===== config.mk =====
export PLATFORM = sky130hd
export DESIGN_NAME = lru_frame_replacement
export DESIGN_NICKNAME = d
export VERILOG_FILES = /design/src/hdl/lfr_pkg.sv /design/src/hdl/lfr_link_mem.sv /design/src/hdl/lfr_list_ctrl.sv /design/src/hdl/lru_frame_replacement.sv
export SDC_FILE = /design/constraint.sdc
export NUM_CORES = 1
export LEC_CHECK = 0
export BUFFER_PORTS_ARGS = -buffer_cell sky130_fd_sc_hd__buf_2
export CORE_MARGIN = 4
export CORE_UTILIZATION = 41
export CTS_CLUSTER_DIAMETER = 30
export DETAILED_ROUTE_END_ITERATION = 8
export PLACE_DENSITY = 0.53
export REMOVE_ABC_BUFFERS = 1
export SLEW_MARGIN = 40
export SYNTH_ARGS = -nofsm -noshare
export SYNTH_HDL_FRONTEND = slang
export SYNTH_SLANG_ARGS = --single-unit

===== constraint.sdc =====
create_clock -name clock -period 4.6 [get_ports clock]
set_input_delay 0.69 -clock clock [delete_from_list [all_inputs] [get_ports clock]]
set_output_delay 0.69 -clock clock [all_outputs]
set_load 0.1 [all_outputs]

===== src/hdl/lfr_pkg.sv =====
package lfr_pkg;

   localparam int FRAME_W        = 6;
   localparam int CMD_W          = 2;
   localparam int CFG_W          = 7;
   localparam int FRAMES_DEFAULT = 64;

   localparam logic [CFG_W-1:0] ACTIVE_FRAMES_RESET = 7'd64;

   typedef enum logic [CMD_W-1:0] {
      CMD_LOAD   = 2'd0,
      CMD_ACCESS = 2'd1,
      CMD_FREE   = 2'd2,
      CMD_EVICT  = 2'd3
   } cmd_type;

   typedef enum logic [1:0] {
      STATUS_OK       = 2'd0,
      STATUS_EMPTY    = 2'd1,
      STATUS_UNLISTED = 2'd2,
      STATUS_BAD_LOAD = 2'd3
   } status_type;

   typedef struct packed {
      logic [FRAME_W-1:0] victim_frame;
      logic               victim_valid;
      status_type         status;
   } rsp_type;

endpackage


===== src/hdl/lfr_link_mem.sv =====
module lfr_link_mem #(
   parameter int DEPTH = 64,
   parameter int WIDTH = 6
) (
   input  logic                     clock,
   input  logic                     wr_en,
   input  logic [$clog2(DEPTH)-1:0] wr_addr,
   input  logic [WIDTH-1:0]         wr_data,
   input  logic                     rd_en,
   input  logic [$clog2(DEPTH)-1:0] rd_addr,
   output logic [WIDTH-1:0]         rd_data
);

   logic [WIDTH-1:0] mem [DEPTH];
   logic [WIDTH-1:0] rd_data_ff;

   always_ff @(posedge clock) begin
      if (wr_en) begin
         mem[wr_addr] <= wr_data;
      end
   end

   // read data holds until the next read
   always_ff @(posedge clock) begin
      if (rd_en) begin
         rd_data_ff <= mem[rd_addr];
      end
   end

   assign rd_data = rd_data_ff;

endmodule


===== src/hdl/lfr_list_ctrl.sv =====
module lfr_list_ctrl #(
   parameter int FRAMES = lfr_pkg::FRAMES_DEFAULT
) (
   input  logic                                         clock,
   input  logic                                         reset,
   input  logic                                         req_valid,
   output logic                                         req_stall,
   input  logic [lfr_pkg::CMD_W-1:0]                    req_command,
   input  logic [lfr_pkg::FRAME_W-1:0]                  req_frame,
   input  logic [lfr_pkg::CFG_W-1:0]                    active_frames,
   input  logic                                         out_free,
   output logic                                         done,
   output lfr_pkg::rsp_type                             result,
   output logic                                         rd_en,
   output logic [$clog2((FRAMES < (1 << lfr_pkg::FRAME_W)) ? FRAMES
                        : (1 << lfr_pkg::FRAME_W))-1:0] rd_addr,
   input  logic [$clog2((FRAMES < (1 << lfr_pkg::FRAME_W)) ? FRAMES
                        : (1 << lfr_pkg::FRAME_W))-1:0] next_rd_data,
   input  logic [$clog2((FRAMES < (1 << lfr_pkg::FRAME_W)) ? FRAMES
                        : (1 << lfr_pkg::FRAME_W))-1:0] prev_rd_data,
   output logic                                         next_we,
   output logic [$clog2((FRAMES < (1 << lfr_pkg::FRAME_W)) ? FRAMES
                        : (1 << lfr_pkg::FRAME_W))-1:0] next_waddr,
   output logic [$clog2((FRAMES < (1 << lfr_pkg::FRAME_W)) ? FRAMES
                        : (1 << lfr_pkg::FRAME_W))-1:0] next_wdata,
   output logic                                         prev_we,
   output logic [$clog2((FRAMES < (1 << lfr_pkg::FRAME_W)) ? FRAMES
                        : (1 << lfr_pkg::FRAME_W))-1:0] prev_waddr,
   output logic [$clog2((FRAMES < (1 << lfr_pkg::FRAME_W)) ? FRAMES
                        : (1 << lfr_pkg::FRAME_W))-1:0] prev_wdata
);

   localparam int FW    = lfr_pkg::FRAME_W;
   localparam int DEPTH = (FRAMES < (1 << FW)) ? FRAMES : (1 << FW);
   localparam int IW    = $clog2(DEPTH);
   localparam int CW    = $clog2(DEPTH + 1);

   typedef enum logic [2:0] {
      ST_IDLE   = 3'b001,
      ST_EXEC   = 3'b010,
      ST_APPEND = 3'b100
   } state_type;

   state_type            state_ff, state_in;
   lfr_pkg::cmd_type     cmd_ff, cmd_in;
   logic [FW-1:0]        frame_ff, frame_in;
   logic [IW-1:0]        idx_ff, idx_in;
   logic [IW-1:0]        head_ff, head_in;
   logic [IW-1:0]        tail_ff, tail_in;
   logic [CW-1:0]        count_ff, count_in;
   logic [DEPTH-1:0]     listed_ff, listed_in;

   logic                 accept;
   logic                 frame_ok;
   logic                 f_listed;
   logic                 full;
   logic                 is_head;
   logic                 is_tail;
   logic                 last;
   logic [31:0]          cap;

   assign accept    = req_valid && (state_ff == ST_IDLE);
   assign req_stall = (state_ff != ST_IDLE);

   // read both links of the addressed frame (or the head for evict) on accept
   assign rd_en   = accept;
   assign rd_addr = (lfr_pkg::cmd_type'(req_command) == lfr_pkg::CMD_EVICT) ? head_ff
                    : IW'(req_frame);

   assign frame_ok = 32'(frame_ff) < 32'(FRAMES);
   assign f_listed = frame_ok && listed_ff[idx_ff];
   assign cap      = (32'(active_frames) > 32'(FRAMES)) ? 32'(FRAMES) : 32'(active_frames);
   assign full     = 32'(count_ff) >= cap;
   assign is_head  = (idx_ff == head_ff);
   assign is_tail  = (idx_ff == tail_ff);
   assign last     = (count_ff == CW'(1));

   always_comb begin
      state_in   = state_ff;
      cmd_in     = cmd_ff;
      frame_in   = frame_ff;
      idx_in     = idx_ff;
      head_in    = head_ff;
      tail_in    = tail_ff;
      count_in   = count_ff;
      listed_in  = listed_ff;
      done       = 1'b0;
      result     = '{victim_frame: '0, victim_valid: 1'b0, status: lfr_pkg::STATUS_OK};
      next_we    = 1'b0;
      next_waddr = tail_ff;
      next_wdata = idx_ff;
      prev_we    = 1'b0;
      prev_waddr = idx_ff;
      prev_wdata = tail_ff;

      unique case (state_ff)
         ST_IDLE: begin
            if (accept) begin
               cmd_in   = lfr_pkg::cmd_type'(req_command);
               frame_in = req_frame;
               idx_in   = (lfr_pkg::cmd_type'(req_command) == lfr_pkg::CMD_EVICT) ? head_ff
                          : IW'(req_frame);
               state_in = ST_EXEC;
            end
         end

         ST_EXEC: begin
            if (cmd_ff == lfr_pkg::CMD_ACCESS && f_listed && !is_tail) begin
               // unlink half of a move; the append follows in ST_APPEND
               if (is_head) begin
                  head_in = next_rd_data;
               end else begin
                  next_we    = 1'b1;
                  next_waddr = prev_rd_data;
                  next_wdata = next_rd_data;
               end
               prev_we    = 1'b1;
               prev_waddr = next_rd_data;
               prev_wdata = prev_rd_data;
               state_in   = ST_APPEND;
            end else if (out_free) begin
               done     = 1'b1;
               state_in = ST_IDLE;
               case (cmd_ff)
                  lfr_pkg::CMD_LOAD: begin
                     if (!frame_ok || f_listed || full) begin
                        result.status = lfr_pkg::STATUS_BAD_LOAD;
                     end else begin
                        if (count_ff == '0) begin
                           head_in = idx_ff;
                        end else begin
                           next_we = 1'b1;
                        end
                        prev_we           = 1'b1;
                        tail_in           = idx_ff;
                        listed_in[idx_ff] = 1'b1;
                        count_in          = count_ff + CW'(1);
                     end
                  end

                  lfr_pkg::CMD_ACCESS: begin
                     // a listed frame at the tail stays where it is
                     if (!f_listed) begin
                        result.status = lfr_pkg::STATUS_UNLISTED;
                     end
                  end

                  lfr_pkg::CMD_FREE: begin
                     if (f_listed) begin
                        listed_in[idx_ff] = 1'b0;
                        count_in          = count_ff - CW'(1);
                        if (last) begin
                           head_in = '0;
                           tail_in = '0;
                        end else begin
                           if (is_head) begin
                              head_in = next_rd_data;
                           end else begin
                              next_we    = 1'b1;
                              next_waddr = prev_rd_data;
                              next_wdata = next_rd_data;
                           end
                           if (is_tail) begin
                              tail_in = prev_rd_data;
                           end else begin
                              prev_we    = 1'b1;
                              prev_waddr = next_rd_data;
                              prev_wdata = prev_rd_data;
                           end
                        end
                     end
                  end

                  default: begin
                     if (count_ff == '0) begin
                        result.status = lfr_pkg::STATUS_EMPTY;
                     end else begin
                        result.victim_frame = FW'(head_ff);
                        result.victim_valid = 1'b1;
                        listed_in[idx_ff]   = 1'b0;
                        count_in            = count_ff - CW'(1);
                        if (last) begin
                           head_in = '0;
                           tail_in = '0;
                        end else begin
                           head_in = next_rd_data;
                        end
                     end
                  end
               endcase
            end
         end

         ST_APPEND: begin
            if (out_free) begin
               next_we  = 1'b1;
               prev_we  = 1'b1;
               tail_in  = idx_ff;
               done     = 1'b1;
               state_in = ST_IDLE;
            end
         end

         default: begin
            state_in = ST_IDLE;
         end
      endcase
   end

   always_ff @(posedge clock) begin
      if (reset) begin
         state_ff  <= ST_IDLE;
         head_ff   <= '0;
         tail_ff   <= '0;
         count_ff  <= '0;
         listed_ff <= '0;
      end else begin
         state_ff  <= state_in;
         head_ff   <= head_in;
         tail_ff   <= tail_in;
         count_ff  <= count_in;
         listed_ff <= listed_in;
      end
   end

   always_ff @(posedge clock) begin
      cmd_ff   <= cmd_in;
      frame_ff <= frame_in;
      idx_ff   <= idx_in;
   end

endmodule


===== src/hdl/lru_frame_replacement.sv =====
// LRU frame replacement list.
//
// Requests enter on req_* (valid/stall): a command (load, access, free,
// evict) and a frame number. Each request produces exactly one response on
// rsp_* (valid/stall) carrying the evicted frame, its valid flag and a
// status code. The list capacity is written through csr_* (valid/ready);
// write it only while no request is in flight.
//
// Each request passes through the link memories: one read of the frame's
// next/prev links, then a write-back of the neighbors' links while the
// response is registered (a move needs a second write to append at the
// tail). req_stall stays high until the engine is back in idle, so a new
// request is taken only once the last response has been registered.
//
// Reset clears head, tail, count and all membership bits and sets the
// capacity to 64; the link memories need no clearing pass. While rsp_stall
// holds a response in the output register, the next request waits in the
// engine and req_stall stays high.
module lru_frame_replacement #(
   parameter int FRAMES = lfr_pkg::FRAMES_DEFAULT
) (
   input  logic                          clock,
   input  logic                          reset,
   input  logic                          req_valid,
   output logic                          req_stall,
   input  logic [lfr_pkg::CMD_W-1:0]     req_command,
   input  logic [lfr_pkg::FRAME_W-1:0]   req_frame,
   output logic                          rsp_valid,
   input  logic                          rsp_stall,
   output logic [lfr_pkg::FRAME_W-1:0]   rsp_victim_frame,
   output logic                          rsp_victim_valid,
   output logic [1:0]                    rsp_status,
   input  logic                          csr_valid,
   output logic                          csr_ready,
   input  logic [lfr_pkg::CFG_W-1:0]     csr_data
);

   // only frames that fit the frame field can ever be listed
   localparam int FW    = lfr_pkg::FRAME_W;
   localparam int DEPTH = (FRAMES < (1 << FW)) ? FRAMES : (1 << FW);
   localparam int IW    = $clog2(DEPTH);

   logic [lfr_pkg::CFG_W-1:0] active_frames_ff, active_frames_in;
   logic                      rsp_valid_ff, rsp_valid_in;
   lfr_pkg::rsp_type          rsp_ff, rsp_in;

   logic                      out_free;
   logic                      done;
   lfr_pkg::rsp_type          result;

   logic                      rd_en;
   logic [IW-1:0]             rd_addr;
   logic [IW-1:0]             next_rd_data;
   logic [IW-1:0]             prev_rd_data;
   logic                      next_we;
   logic [IW-1:0]             next_waddr;
   logic [IW-1:0]             next_wdata;
   logic                      prev_we;
   logic [IW-1:0]             prev_waddr;
   logic [IW-1:0]             prev_wdata;

   // capacity register: always ready
   assign csr_ready        = 1'b1;
   assign active_frames_in = (csr_valid && csr_ready) ? csr_data : active_frames_ff;

   // output slot is free when empty or being drained this cycle
   assign out_free = !rsp_valid_ff || !rsp_stall;

   always_comb begin
      rsp_valid_in = rsp_valid_ff;
      rsp_in       = rsp_ff;
      if (done) begin
         rsp_valid_in = 1'b1;
         rsp_in       = result;
      end else if (!rsp_stall) begin
         rsp_valid_in = 1'b0;
      end
   end

   always_ff @(posedge clock) begin
      if (reset) begin
         active_frames_ff <= lfr_pkg::ACTIVE_FRAMES_RESET;
         rsp_valid_ff     <= 1'b0;
      end else begin
         active_frames_ff <= active_frames_in;
         rsp_valid_ff     <= rsp_valid_in;
      end
   end

   // hold response payload; no reset needed
   always_ff @(posedge clock) begin
      rsp_ff <= rsp_in;
   end

   assign rsp_valid        = rsp_valid_ff;
   assign rsp_victim_frame = rsp_ff.victim_frame;
   assign rsp_victim_valid = rsp_ff.victim_valid;
   assign rsp_status       = rsp_ff.status;

   lfr_list_ctrl #(
      .FRAMES (FRAMES)
   ) u_ctrl (
      .clock         (clock),
      .reset         (reset),
      .req_valid     (req_valid),
      .req_stall     (req_stall),
      .req_command   (req_command),
      .req_frame     (req_frame),
      .active_frames (active_frames_ff),
      .out_free      (out_free),
      .done          (done),
      .result        (result),
      .rd_en         (rd_en),
      .rd_addr       (rd_addr),
      .next_rd_data  (next_rd_data),
      .prev_rd_data  (prev_rd_data),
      .next_we       (next_we),
      .next_waddr    (next_waddr),
      .next_wdata    (next_wdata),
      .prev_we       (prev_we),
      .prev_waddr    (prev_waddr),
      .prev_wdata    (prev_wdata)
   );

   // forward links: frame -> more recently used neighbor
   lfr_link_mem #(
      .DEPTH (DEPTH),
      .WIDTH (IW)
   ) u_next_mem (
      .clock   (clock),
      .wr_en   (next_we),
      .wr_addr (next_waddr),
      .wr_data (next_wdata),
      .rd_en   (rd_en),
      .rd_addr (rd_addr),
      .rd_data (next_rd_data)
   );

   // backward links: frame -> less recently used neighbor
   lfr_link_mem #(
      .DEPTH (DEPTH),
      .WIDTH (IW)
   ) u_prev_mem (
      .clock   (clock),
      .wr_en   (prev_we),
      .wr_addr (prev_waddr),
      .wr_data (prev_wdata),
      .rd_en   (rd_en),
      .rd_addr (rd_addr),
      .rd_data (prev_rd_data)
   );

endmodule


Word-level counts from Yosys, hierarchy flattened --
Memories as Yosys holds them, arrays and structs flattened. A register that Yosys moved wholly into a read port is not among the register bits. Cells that the tools add are included. Widths: inputs -> output; s select.
Storage, ports and cells: output and inout bits 12, memory bits (writable) 768, register bits after elaboration 111, memories kept 2, logic and storage cells 174
Memories:
- u_next_mem.mem | depth 64, bits a word 6, read ports 1, clocked after Yosys merged registers in 1, wr ports 1, line lfr_link_mem.sv:14 | logic [WIDTH-1:0] mem [DEPTH];
- u_prev_mem.mem | depth 64, bits a word 6, read ports 1, clocked after Yosys merged registers in 1, wr ports 1, line lfr_link_mem.sv:14
Cells by class: magnitude comparators 4, bitwise gates (word level) 7, muxes and demuxes 98, reduce and logical (&&, ||, !) cells 20, eq/ne operators 29, add/sub/neg operators 2
Operators with widths (count):
- $mux 6 | 47
- $mux 64 | 3
- $pmux 64 s3 | 1
- $and 64x64->64 | 1
- $not 64->64 | 1
- $or 64x64->64 | 1
- $pmux 6 s3 | 2
- $ge 7x32->1 | 1
- $mux 7 | 4
- $mux 1 | 25
- $pmux 7 s3 | 1
- $ne 2x2->1 const B | 7
- $reduce_and 7->1 | 2
- $eq 6x6->1 | 2
- $pmux 6 s2 | 1
- $pmux 1 s2 | 5
- $reduce_and 10->1 | 1
- $mux 3 | 3
- $ne 3x1->1 const B | 3
- $pmux 3 s3 | 1
- $add 7x1->7 const B | 1
- $eq 7x1->1 const B | 1
- $gt 7x7->1 const B | 1
- $logic_not 7->1 | 1
- 29 further kinds | 44

Longest topological paths before layout --
Gate-level depths: netlist of the first run.
word-level depth 11, mapped depth 14, gate-level depth less buffers 11

By module --
A second synthesis of the first run with hierarchy kept.
Unflattened totals: cell total of the unflattened synthesis 2126, area total of the unflattened synthesis 36631.4 um^2
Modules (own cells, without submodules):
- lfr_link_mem at u_next_mem | times used 1, area each 15265.9 um^2, cells each 729
- lfr_link_mem at u_prev_mem | times used 1, area each 15237.1 um^2, cells each 727
- lfr_list_ctrl | times used 1, area each 5557.8 um^2, cells each 632
- lru_frame_replacement | times used 1, area each 570.5 um^2, cells each 38

Worst setup path before layout of the first run --
No wires, ideal clock.
path type flip-flop to flip-flop, start reg u_ctrl.idx_ff[2], end mem u_next_mem.mem[30][0] (enable), clock period less this slack 3595 ps, arrival time 3218 ps, slack 1005 ps, required time 4223 ps, stages on the path, launching flop included 12, cells stage by stage edfxtp_1 -> buf_6 -> mux2_4 -> a221oi_2 -> o211ai_1 -> and3b_4 -> or4_4 -> buf_6 -> nand3_2 -> mux2_2 -> buf_2 -> nor3_1
Between the ends: cells in the longest elaborated chain, start to end 10, elaborated cells between the ends (all ways) 25, classes of those cells 2 x eq/ne; 19 x mux; 4 x reduce/logical
Ends and longest elaborated chain:
- from (decl) | line lfr_list_ctrl.sv:47 | logic [IW-1:0] idx_ff, idx_in;
- from (signal assigned) | line lfr_list_ctrl.sv:229 | idx_ff <= idx_in;
- $bmux 1 s6 or $eq 6x6->1 (tied branches) | line lfr_list_ctrl.sv:71, lfr_list_ctrl.sv:74
- $mux 1 (on tied branches) | line lfr_list_ctrl.sv:71, lfr_list_ctrl.sv:110, lfr_list_ctrl.sv:156
- $logic_or 1x1->1 or $mux 1 (tied branches) | line lfr_list_ctrl.sv:126, lfr_list_ctrl.sv:152
- $mux 1 (on tied branches) | line lfr_list_ctrl.sv:126, lfr_list_ctrl.sv:149
- $pmux 1 s2 | line lfr_list_ctrl.sv:124 | case (cmd_ff)
- $mux 1 | line lfr_list_ctrl.sv:121 | end else if (out_free) begin
- $mux 1 | line lfr_list_ctrl.sv:108 | if (cmd_ff == lfr_pkg::CMD_ACCESS && f_listed && !is_tail) begin
- $pmux 1 s2 | line lfr_list_ctrl.sv:96 | unique case (state_ff)
- $mux 1 | line lfr_link_mem.sv:18 | if (wr_en) begin
- $mux 1 (implied by the code) | line lfr_link_mem.sv:19 | mem[wr_addr] <= wr_data;
- to (decl) | line lfr_link_mem.sv:14
Several ways; a longest one is shown, not always the timed one. The select of a mux whose other input is x is not followed.

Worst setup path after layout of the first run --
start reg active_frames_ff[6] in the netlist's numbering, end mem u_next_mem.mem[42][1] (enable)
Between the ends: cells in the longest elaborated chain, start to end 11
Ends and longest elaborated chain:
- from (decl) | line lru_frame_replacement.sv:43 | logic [lfr_pkg::CFG_W-1:0] active_frames_ff, active_frames_in;
- from (signal assigned) | line lru_frame_replacement.sv:82 | active_frames_ff <= lfr_pkg::ACTIVE_FRAMES_RESET;
- from (signal assigned) | line lru_frame_replacement.sv:85 | active_frames_ff <= active_frames_in;
- $gt 7x7->1 | line lfr_list_ctrl.sv:72 | assign cap = (32'(active_frames) > 32'(FRAMES)) ? 32'(FRAMES) : 32'(active_frames);
- $mux 7 * | line lfr_list_ctrl.sv:72
- $ge 7x32->1 * | line lfr_list_ctrl.sv:73 | assign full = 32'(count_ff) >= cap;
- $logic_or 1x1->1 * | line lfr_list_ctrl.sv:126 | if (!frame_ok || f_listed || full) begin
- $mux 1 * | line lfr_list_ctrl.sv:126
- $pmux 1 s2 * | line lfr_list_ctrl.sv:124
- $mux 1 * | line lfr_list_ctrl.sv:121
- $mux 1 * | line lfr_list_ctrl.sv:108
- $pmux 1 s2 * | line lfr_list_ctrl.sv:96
- $mux 1 * | line lfr_link_mem.sv:18
- $mux 1 (implied by the code) * | line lfr_link_mem.sv:19
Mark *: on every way between the ends. The rest lies on a longest branch, timed or not.

==> summary.txt, run 1 <==
Timing
  • Final setup fails: 0
  • Unrepaired setup endpoints after global routing: false
  • Period minus WS final: 4.17 ns
  • Fin crit share: 90.7%
  • Slew Limit Fails: 0
  • Final worst setup slack: 0.430 ns
  • Worst slew pin tran: 0.891 ns
  • Max-slew headroom: 40.6%
  • Setup TNS: 0 ns
  • Final Hold Viols: 0
  • FMAX: 240 MHz
  • Worst Clk Skew: 0.0737 ns

Detailed routing
  • Vias/cell: 5.80
  • 1st-iter DRT viols: 3117
  • Drt pass-1 iters: 6
  • Detail Route Antenna Nets: 0
  • Vias post-DR: 28.6k
  • WL final: 118000 microns
  • Drt wl/cell: 24.0 microns
  • Residual DRC count: 0

Logic synthesis
  • Prevailing post-synth register cell: edfxtp_1
  • Syn Area/Cell: 11.5 sq um
  • Yosys warnings: 0
  • Synth async-reset ratio: 0%
  • Synth Instances: 3444
  • Synthesized flop and latch total: 891
  • EDFF count, synth: 797
  • Netlist cell types: 77
  • Syn Std Cell Area: 39600 sq um
  • Seq/Total Area, Yosys: 65.3%

CTS
  • Clk slew on worst S/H paths: 0.05 ns
  • Cts hold-fix bufs: 0
  • Post-cts resize count: 0
  • Clock tree from TritonCTS: done
  • Clock sink count: 891
  • Clk buf depth: 3
  • CTS H-tree lvls: 4
  • Insertion delay to the later sink of the worst-skew pair: 0.80 ns
  • CTS Buf Count: 189
  • Clock root cell: clkbuf_16
  • Post-CTS Setup Repair Bufs: 0

Die
  • Num rows: 113
  • Die Width: 319 microns
  • I/O pins: 32
  • CORE AREA: 95300 sq um
  • Die Area: 102000 sq um
  • Die H: 319 microns
  • Initial core utilization: 41.5%

Cells and area
  • Most common cell after layout, fill and taps aside: nand2_1
  • Filler cells: 8299
  • Area Growth Syn to Fin: 21.9%
  • Antenna Cells: 0
  • Ratio of cells with drive above 1 in the final layout: 15.4%
  • Multi-input gate area: 12700 sq um
  • Register Area: 25800 sq um
  • Final Non-Filler Cells: 4926
  • Most frequent cells in the layout: nand2_1 (876), edfxtp_1 (797), nand3_1 (348), clkbuf_16 (189), a311oi_1 (132)
  • Cell area after layout: 48200 sq um
  • Nets: 3529

Worst setup path
  • Critical path required time: 5.00 ns
  • Worst Setup Path Type: reg -> reg
  • Slowest-stage cell, CP: nor3_1
  • Crit. End Element: flip-flop
  • CP max stage delay: 0.80 ns
  • Critical-path cell list: inv_1, nand2_1, ha_1, a21o_1, a221oi_1, o21ai_0, or3_1, nor2_1, a21oi_1, o22a_1, nor3_1
  • Worst EP arrival: 4.57 ns
  • Critical path launch point type: flip-flop
  • Critical-path maximum fanout: 8

Global routing
  • Vias in the first global route: 28.9k
  • Pin count of the biggest net entering global routing: 97
  • Remaining Overflow, GRT: 0
  • Antenna violations before repair: 2
  • Global-route wire length before repair: 178000 microns
  • GRT Total Usage: 22.9%

Place
  • Placed Cells: 4573
  • Port bufs: 30
  • Placed inst area: 41400 sq um
  • Pre-CTS setup slack: 0.398 ns
  • Hpwl dp: 71400 microns
  • GPL Wtd Cong: 0.878

Run status
  • Outcome: finished clean

Power and ir drop
  • Static Leak: 0.0168 uW
  • VDD IR max: 351 uV
  • Power per cell area: 502 nW/um^2

Flow run
  • Max Cap Viol: 0

Worst hold path
  • Worst min-delay path class: in -> reg
## final cells by class
cell class	instances	share of cell area (%)
Clock buffer	206	10.0
Timing Repair Buffer	144	2.91
Multi-Input combinational cell	2258	26.2
Sequential cell	891	53.5
Tap cell	1265	3.28
Inverter	15	0.143
Clock inverter	147	3.89
## state kept, by name, indices dropped and copies added (netlist names), named ones only
signal / flops
u_next_mem.mem: 384
u_prev_mem.mem: 384
active_frames_ff: 7
u_ctrl.count_ff: 7
rsp_victim_frame: 6
u_ctrl.head_ff: 6
u_ctrl.idx_ff: 6
u_ctrl.tail_ff: 6
u_next_mem.rd_data: 6
u_prev_mem.rd_data: 6
u_ctrl.state_ff: 3
rsp_status: 2
u_ctrl.cmd_ff: 2
rsp_valid: 1
rsp_victim_valid: 1
## kinds of logic (layout without fill, tap and decap cells)
logic type,Yosys count,after routing,share of synthesized area [%]
simple gates,1719,1719,19.8
flops,891,891,65.3
compound gates,382,382,7.45
buf+inv,295,512,3.24
mux,133,133,3.67
xor+xnor,13,13,0.288
fa+ha+maj,10,10,0.316
other cells,1,1,0.00948
## final timing paths
check                                   start                               to  slack [ns]  cells past startpoint
max reg2reg  active_frames_ff[6]$_SDFFE_PP1P_  u_next_mem.mem[42][1]$_DFFE_PP_        0.43                     11
min reg2reg                         flip-flop                        flip-flop        0.45                      2
min                            req_command[0]       u_ctrl.cmd_ff[0]$_DFFE_PP_        0.14                      1
max          active_frames_ff[6]$_SDFFE_PP1P_  u_next_mem.mem[42][1]$_DFFE_PP_        0.43                     11
## worst max-delay path, delay by kind of cell, from the launching register on
kind,cells,cell delay [ns]
AOI/OAI and AO/OA,5,1.45
DFF,1,0.30
and+or+nand+nor,4,1.56
adders and majority gates,1,0.32
buffers and inverters,1,0.16
## layer usage
layer	track usage (%)	routed length, microns	up-vias
met5	0	0	-
met4	7.84	3140	0
met2	36.1	54900	1175
li1	-	-	12938
met1	31.6	51600	14269
met3	4.63	8720	212
## power by group
| part | switching [uW] | internal [uW] | leakage (uW) |
|---|---|---|---|
| sequential | 74.9 | 8830 | 0.00803 |
| combinational | 1010 | 380 | 0.00557 |
| clock | 4740 | 9170 | 0.00319 |
| total | 5830 | 18400 | 0.0168 |
## stage by stage
step / hold slack (ns) / total power, uW / util [%]
4_1_cts: 0.0818 / 24400 / 50.5
3_3_place_gp: 0.444 / 10400 / 43.4
3_5_place_dp: 0.452 / 10400 / 43.5
6_report: 0.139 / 24200 / 50.6
2_1_floorplan: 0.429 / 9900 / -
5_1_grt: 0.115 / 25000 / 50.6
## synthesized netlist by cell type, types with 7 or more instances
library cell | count | area (sq um)
and2_1 | 15 | 93.8
clkbuf_1 | 196 | 736
nor2b_1 | 27 | 169
dfxtp_1 | 94 | 1880
nand3_1 | 349 | 1750
edfxtp_1 | 797 | 23900
a211o_1 | 14 | 123
nor3_1 | 76 | 380
buf_1 | 39 | 146
buf_6 | 18 | 203
o2111ai_1 | 8 | 70.1
or3_1 | 62 | 388
xor2_1 | 8 | 70.1
buf_2 | 23 | 115
mux2_1 | 10 | 113
ha_1 | 10 | 125
nand2_1 | 876 | 3290
inv_1 | 10 | 37.5
a221o_1 | 9 | 90.1
mux2i_1 | 95 | 951
or3b_2 | 7 | 61.3
o21ai_0 | 9 | 45.0
a311oi_1 | 132 | 1160
o22a_1 | 10 | 87.6
nor3_2 | 11 | 110
a31oi_1 | 25 | 156
a22oi_1 | 13 | 97.6
mux2_2 | 18 | 203
o41ai_1 | 8 | 70.1
and3_1 | 78 | 488
a21oi_1 | 78 | 390
a211oi_1 | 25 | 188
nand2b_1 | 8 | 50.1
nand4_1 | 51 | 319
o311ai_0 | 12 | 105
nand3b_1 | 10 | 75.1
nor2_1 | 132 | 495
(Power assumes the default switching activity.)
==> inputs of run 2 (changes only) <==
--- a/config.mk
+++ b/config.mk
@@ -10,8 +10,10 @@
 export CORE_UTILIZATION = 41
 export CTS_CLUSTER_DIAMETER = 30
 export DETAILED_ROUTE_END_ITERATION = 8
-export PLACE_DENSITY = 0.53
+export GPL_TIMING_DRIVEN = 1
+export PLACE_DENSITY = 0.62
 export REMOVE_ABC_BUFFERS = 1
+export SKIP_CTS_REPAIR_TIMING = 1
 export SLEW_MARGIN = 40
 export SYNTH_ARGS = -nofsm -noshare
 export SYNTH_HDL_FRONTEND = slang
==> run 2 against run 1 <==
  * Combinational power about the same
  * Non-clock buffer count increased by 37
  * Cell count decreased by 0.67%
  * Via count decreased by 1.6%
  * Critical endpoint is now u_next_mem.mem[54][2]$_DFFE_PP_
==> summary.txt, run 2 (synthesis gave the netlist of run 1 again) <==
Timing
  • Worst Clk Skew: 0.0351 ns
  • Final setup fails: 0
  • Period minus WS final: 4.43 ns
  • Fin crit share: 96.4%
  • Max-slew headroom: 39.7%
  • Final Hold Viols: 0
  • Final worst setup slack: 0.166 ns
  • Unrepaired setup endpoints after global routing: false
  • FMAX: 226 MHz
  • Worst slew pin tran: 0.905 ns
  • Slew Limit Fails: 0

Worst setup path
  • Worst EP arrival: 4.81 ns
  • Reg2Reg Depth: 8
  • Critical-path maximum fanout: 21
  • Crit. End Element: flip-flop
  • Worst Setup Path Type: reg -> reg
  • Critical path required time: 4.97 ns
  • Critical path launch point type: flip-flop

Global routing
  • GRT Total Usage: 21.2%
  • Remaining Overflow, GRT: 0
  • Pin count of the biggest net entering global routing: 103
  • Met2 Use GR: 33.4%
  • M1 GR Usage: 29.0%
  • Global-route wire length before repair: 167000 microns
  • Vias in the first global route: 27.8k
  • M3 GR Usage: 4.49%
  • Antenna violations before repair: 4
  • GRT busiest layer: met2

Detailed routing
  • Drt pass-1 iters: 6
  • Vias post-DR: 28.1k
  • Residual DRC count: 0
  • Vias/cell: 5.75
  • Detail Route Antenna Nets: 0
  • Drt wl/cell: 22.5 microns
  • 1st-iter DRT viols: 2979
  • WL final: 110000 microns

Power and ir drop
  • Clk pwr share: 54.3%
  • Sw frac: 23.6%
  • Cell-internal power: 17200 uW
  • Total chip power: 22500 uW
  • Sequential Power Share: 39.5%
  • NetSw: 5300 uW
  • VDD IR max: 374 uV
  • Logic pwr share: 6.2%
  • Power per cell area: 476 nW/um^2
  • Static Leak: 0.0165 uW

Die
  • Num rows: 113
  • Die Area: 102000 sq um
  • Die Width: 319 microns
  • Die H: 319 microns
  • I/O pins: 32
  • Initial core utilization: 41.5%
  • CORE AREA: 95300 sq um

Cells and area
  • Nets: 3530
  • Antenna Cells: 0
  • Most frequent cells in the layout: nand2_1 (875), edfxtp_1 (797), nand3_1 (349), clkbuf_16 (157), a311oi_1 (132)
  • Area Growth Syn to Fin: 19.4%
  • Ratio of cells with drive above 1 in the final layout: 14.8%
  • Final Util: 49.6%
  • Largest regs: u_next_mem.mem: 384 flops, u_prev_mem.mem: 384 flops
  • Most common cell after layout, fill and taps aside: nand2_1

Run status
  • Outcome: finished clean

Worst hold path
  • Worst min-delay path class: in -> reg
  • Hold Crit Depth: 3

CTS
  • Clock tree from TritonCTS: done
  • CTS H-tree lvls: 4
  • Clk slew on worst S/H paths: 0.05 ns
  • Clock sink count: 891
  • CTS Buf Count: 153
  • Insertion delay to the later sink of the worst-skew pair: 0.75 ns
  • Clock root cell: clkbuf_16
  • Clk buf depth: 3

Place
  • Pre-CTS setup slack: 0.280 ns
  • Hpwl dp: 64700 microns
  • GPL Wtd Cong: 0.867
  • Port bufs: 30

Flow run
  • Max Cap Viol: 0
[run 2: worst paths after layout]
path | from | endpoint | slack (ns)
setup / recovery | u_ctrl.idx_ff[0]$_DFFE_PP_ | u_next_mem.mem[54][2]$_DFFE_PP_ | 0.17
hold / removal | csr_data[6] | active_frames_ff[6]$_SDFFE_PP1P_ | 0.16
hold reg to reg | flip-flop | flip-flop | 0.46
setup reg to reg | u_ctrl.idx_ff[0]$_DFFE_PP_ | u_next_mem.mem[54][2]$_DFFE_PP_ | 0.17
[run 2: layout make-up]
class | instances | area (sq um)
Inverter | 15 | 67.6
Clock inverter | 116 | 1620
Timing Repair Buffer | 181 | 1580
Clock buffer | 167 | 4000
Sequential cell | 891 | 25800
Multi-Input combinational cell | 2258 | 12600
Fill cell | 8377 | 48100
Tap cell | 1265 | 1580
[run 2: worst max-delay path, stage by stage (launching register included)]
cell and delay [ns]:
edfxtp_1 0.92, mux2_4 0.35, a221o_1 0.36, a21oi_1 0.15, nor3_1 0.12, nor4_1 0.60, a21oi_1 0.40, o22a_1 0.61
nor3_2 0.56
[run 2: through the flow]
stage / hold WS [ns] / area [sq um] / std cells / TNS [ns]
floorplan: 0.429 / 38300 / 3164 / -1651.16
global placement: 0.443 / 41600 / 4610 / 0
detailed placement: 0.453 / 41600 / 4610 / 0
CTS: 0.117 / 47200 / 4893 / 0
global route: 0.158 / 47200 / 4893 / 0
finish: 0.161 / 47200 / 4893 / 0
[run 2: routing by layer]
metal,part of all wire (%),vias to the layer above
li1,-,12894
met5,0.0082,-
met2,47,1162
met3,7.8,211
met4,2.8,2
met1,42,13877
[run 2: power by group through the flow]
stage | Clock [uW] | Sequential, uW | Combinational (uW)
floorplan | 0 | 9040 | 868
global placement | 0 | 9040 | 1360
detailed placement | 0 | 9040 | 1370
CTS | 12400 | 8880 | 1370
global route | 12800 | 8880 | 1490
finish | 12200 | 8880 | 1390
